===== src/hdl/omt_pkg.sv =====
// Package for the order matching table: payload words, cell control and FSM state.
// No dependencies; imported by every module of the block.
package omt_pkg;

  localparam int unsigned TABLE_DEPTH_DEF = 128;
  localparam int unsigned KEY_BITS_DEF    = 32;
  localparam int unsigned PRICE_BITS_DEF  = 16;

  // side codes
  localparam logic SIDE_SELL = 1'b0;
  localparam logic SIDE_BUY  = 1'b1;

  typedef struct packed {
    logic [31:0] item_key;
    logic        side;
    logic [15:0] price;
  } omt_in_t;

  typedef struct packed {
    logic        matched;
    logic [15:0] trade_price;
    logic [7:0]  entries_held;
    logic        dropped;
  } omt_out_t;

  // broadcast control to every cell
  typedef struct packed {
    logic capture;    // latch match result for the incoming order
    logic shift_en;   // matched: close the gap behind the hit
    logic append_en;  // unmatched and room left: write order at the tail
  } omt_ctrl_t;

  typedef enum logic {
    ST_IDLE,
    ST_UPDATE
  } omt_state_e;

endpackage


===== src/hdl/omt_cell.sv =====
// One entry of the order table: holds key, side and price, compares against the
// incoming order and takes its neighbour's entry when the row compacts. Uses omt_pkg.
module omt_cell #(
  parameter int unsigned KEY_BITS   = 32,
  parameter int unsigned PRICE_BITS = 16,
  parameter int unsigned CW         = 8,
  parameter int unsigned IDX        = 0
) (
  input  logic                  clk_i,
  input  logic [CW-1:0]         count_i,
  input  omt_pkg::omt_ctrl_t    ctrl_i,
  input  logic                  shift_i,
  input  logic [KEY_BITS-1:0]   cmp_key_i,
  input  logic                  cmp_side_i,
  input  logic [PRICE_BITS-1:0] cmp_price_i,
  input  logic [KEY_BITS-1:0]   wr_key_i,
  input  logic                  wr_side_i,
  input  logic [PRICE_BITS-1:0] wr_price_i,
  input  logic [KEY_BITS-1:0]   nxt_key_i,
  input  logic                  nxt_side_i,
  input  logic [PRICE_BITS-1:0] nxt_price_i,
  output logic [KEY_BITS-1:0]   key_o,
  output logic                  side_o,
  output logic [PRICE_BITS-1:0] price_o,
  output logic                  hit_o
);
  import omt_pkg::*;

  logic [KEY_BITS-1:0]   key_q, key_d;
  logic                  side_q, side_d;
  logic [PRICE_BITS-1:0] price_q, price_d;
  logic                  hit_q, hit_d;
  logic                  occupied, tail, price_ok;

  assign occupied = CW'(IDX) < count_i;
  assign tail     = CW'(IDX) == count_i;
  // seller takes a buyer paying at least its ask; buyer takes a seller at or below its bid
  assign price_ok = (cmp_side_i == SIDE_BUY) ? (cmp_price_i >= price_q)
                                             : (cmp_price_i <= price_q);

  always_comb begin
    hit_d   = hit_q;
    key_d   = key_q;
    side_d  = side_q;
    price_d = price_q;
    if (ctrl_i.capture) begin
      hit_d = occupied && (key_q == cmp_key_i) && (side_q != cmp_side_i) && price_ok;
    end
    if (ctrl_i.shift_en && shift_i) begin
      key_d   = nxt_key_i;
      side_d  = nxt_side_i;
      price_d = nxt_price_i;
    end else if (ctrl_i.append_en && tail) begin
      key_d   = wr_key_i;
      side_d  = wr_side_i;
      price_d = wr_price_i;
    end
  end

  always_ff @(posedge clk_i) begin
    hit_q   <= hit_d;
    key_q   <= key_d;
    side_q  <= side_d;
    price_q <= price_d;
  end

  assign key_o   = key_q;
  assign side_o  = side_q;
  assign price_o = price_q;
  assign hit_o   = hit_q;

endmodule


===== config.mk =====
export PLATFORM = sky130hd
export DESIGN_NAME = omt_cell
export DESIGN_NICKNAME = d
export VERILOG_FILES = /design/src/hdl/omt_pkg.sv /design/src/hdl/omt_cell.sv
export SDC_FILE = /design/constraint.sdc
export NUM_CORES = 1
export LEC_CHECK = 0
export BUFFER_PORTS_ARGS = -buffer_cell sky130_fd_sc_hd__buf_4
export CAP_MARGIN = 20
export CORE_MARGIN = 10
export CORE_UTILIZATION = 41
export DETAILED_ROUTE_END_ITERATION = 8
export GPL_TIMING_DRIVEN = 0
export PLACE_DENSITY = 0.86
export SYNTH_ARGS = -nofsm -noshare
export SYNTH_HDL_FRONTEND = slang
export SYNTH_SLANG_ARGS = --single-unit

===== constraint.sdc =====
create_clock -name clk_i -period 2.37 [get_ports clk_i]
set_input_delay 0.1185 -clock clk_i [delete_from_list [all_inputs] [get_ports clk_i]]
set_output_delay 0.1185 -clock clk_i [all_outputs]
set_load 0.01 [all_outputs]

==> metrics.cfg <==
[outcome]
outcome=complete, no violations

[floorplan]
die_area_um2=10760
design.core.area_um2=6794
die_x_um=103.7
rows=30
die_h_um=103.7
start_util_pct=42.32
io_pins=210

[power]
clkPwrFrac_pct=22.1
p_sw_share_pct=24.87
p_int_mw=1.626
seqPwrFrac_pct=50.6
p_sw_uw=538.2
pwr-share-comb_pct=27.3
power_density_nw_per_um2=464.0
ir_worst_vdd_v=0.0002458
total_leakage_power_nw=2.128

[timing]
fin_skew_ns=0.006080
setup_violations=0
fmax_ghz=0.4634
hold_viol_final=0
drv_slew=0
rsz0062_at_grt=false
worst_pin_slew_ns=0.6674
final.setup.worst_slack_ns=0.2120
final.setup.tns_ns=0
period_needed_ns=2.158
max_slew_margin_pct=55.51
fin_crit_sh_pct=91.05

[setup_path]
cp-start-kind=flop
r2r_slack_ns=0.21
arrival_ns=2.30
cp_slowest_stage_delay_ns=0.50
cp-end-kind=flop
crit_path_top_delay_cell=or4_1
path_buf_inv=1
path_depth=7
r2r_cells=7
path_max_fanout=3
crit_required_ns=2.51
crit_family=compound AO/OA/AOI/OAI gates
worstPathCellList=inv_1, ha_1, a21oi_2, nand2_1, a221o_1, or4_1, a31oi_1
critical_path_class=reg2reg

[clocking]
clk_pin_slew_worst_paths_ns=0.09
cts_sinks=50
htree_levels=2
postCtsSetupRepairBufs=0
cts-root-buf=clkbuf_8
numCtsBuffers=5
cts_max_path_buffers=2
cts_resized=0
ctsHoldBuffers=0
tritoncts=yes
clk_latency_ns=0.29

[final_layout]
syn_to_final_growth_pct=62.18
n_antenna_cell=0
drive_above_1_share_pct=61.86
nNetsFinal=606
final_cells=526
nFillCells=533
final_util_pct=68.64

[synth]
synth_area_leaders=edfxtp_1 (52%), mux2_2 (19%), xor2_1 (7.9%)
synthArstFlopShare_pct=0
seq_area_frac_synth_pct=52.22
ys_warn_count=0
synth_nets=389
synth_edf_count=50
ys_types=24
synth_top_cell_area_share_pct=52.22
yosysTopAreaCell=edfxtp_1
synthesis.area_um2=2875
synth_flop_cell=edfxtp_1
syn_inst=213
synth_seq_cells=50
yosysMostFrequentCell=edfxtp_1
synthTopCellsByCount=edfxtp_1 (50), mux2_2 (49), xor2_1 (26)
syn_area_per_cell_um2=13.50

[routing]
wl_per_cell_um=19.55
drt-vias-per-instance=4.825
finalWirelength_um=10290
vias=2538
highest_layer=met4
antenna_left=0
drcViolationCount=0
dr_wl_met2_um=5631
drt-met1-wl_um=3621
first_pass_iters=4
met3_length_um=869
dr.first_iter.drc_count=68

[grt]
grt_use_total_pct=18.27
antenna_found_initial=0
grt_pass1_vias=2890
grt_max_degree=34
grt_first_pass_wirelength_um=15460
grt-ovfl-total=0

[place]
dp.cells=519
place_ws_ns=0.2354
gp_congestion=0.7753
io_buffer_count=209
dp_hpwl_um=8893

[worst_hold_path]
hp-class=in2reg
hold_depth=1

[job]
drv_cap=0

area by class of cell:
class	count	area, um^2	area share (%)
tap	96	120.1	2.576
sequential	50	1501	32.20
clock buffer	7	76.32	1.637
multi-input combinational	142	1297	27.82
inverter	16	60.06	1.288
timing repair buffer	210	1589	34.08
buffer	5	18.77	0.4025
sequential cells by signal, indices dropped and copies added (netlist names):
signal and cells:
price_o 16, hit_o 1, key_o 32, side_o 1
metal layers:
layer,track usage [%],up-vias
met5,0,-
met4,5.169,0
met3,7.125,10
met2,34.50,121
met1,17.88,1182
li1,-,1225
power groups by stage:
stage / Combinational (mW) / Clock (mW) / Sequential (mW)
final: 0.591 / 0.478 / 1.10
after global routing: 0.646 / 0.525 / 1.10
after CTS: 0.600 / 0.492 / 1.10
after detailed placement: 0.597 / 0 / 1.12
after global placement: 0.572 / 0 / 1.11
after floorplan: 0.201 / 0 / 1.14
kinds of logic after synthesis:
logic type	share of synthesized area (%)
flip-flops	52.22
multiplexers	19.19
XOR/XNOR	10.05
AND/OR/NAND/NOR	5.961
buffers and inverters	2.742
adder cells (fa/ha/maj)	6.963
AO/OA/AOI/OAI	2.872
placed cells by master (no fill, tap or decap):
master,synthesis,layout
a21oi_2,1,1
a31oi_1,1,1
nor3_1,1,1
xor2_1,26,26
a21boi_0,1,1
edfxtp_1,50,50
buf_4,0,209
clkbuf_8,0,5
o31ai_1,1,1
o21ai_0,2,2
ha_1,16,16
clkbuf_1,0,2
a221o_1,1,1
nand2_2,0,1
buf_12,0,1
or4_1,2,2
inv_1,16,16
nand2_1,6,5
mux2_2,49,49
buf_1,5,5
a21o_1,1,1
nor4_1,9,9
nor2_1,1,1
and2_1,1,1
nand4_1,5,5
xnor2_1,7,7
nand3_1,5,5
nor2b_1,1,1
a21oi_1,5,5
worst paths after layout:
check | from | endpoint
max reg2reg | price_o[14]$_DFFE_PP_ | hit_o$_DFFE_PP_
max | price_o[14]$_DFFE_PP_ | hit_o$_DFFE_PP_
min | ctrl_i[2] | hit_o$_DFFE_PP_
min reg2reg | price_o[0]$_DFFE_PP_ | hit_o$_DFFE_PP_
through the flow:
step                      area [um^2]  power (mW)  hold slack (ns)
after floorplan                  2875       1.345           0.2310
after global placement           4564       1.685           0.3166
after detailed placement         4587       1.713           0.3185
after CTS                        4663       2.187         0.007912
after global routing             4663       2.275         0.001881
final                            4663       2.164          0.02309
Power figures use the tool's default switching activity.
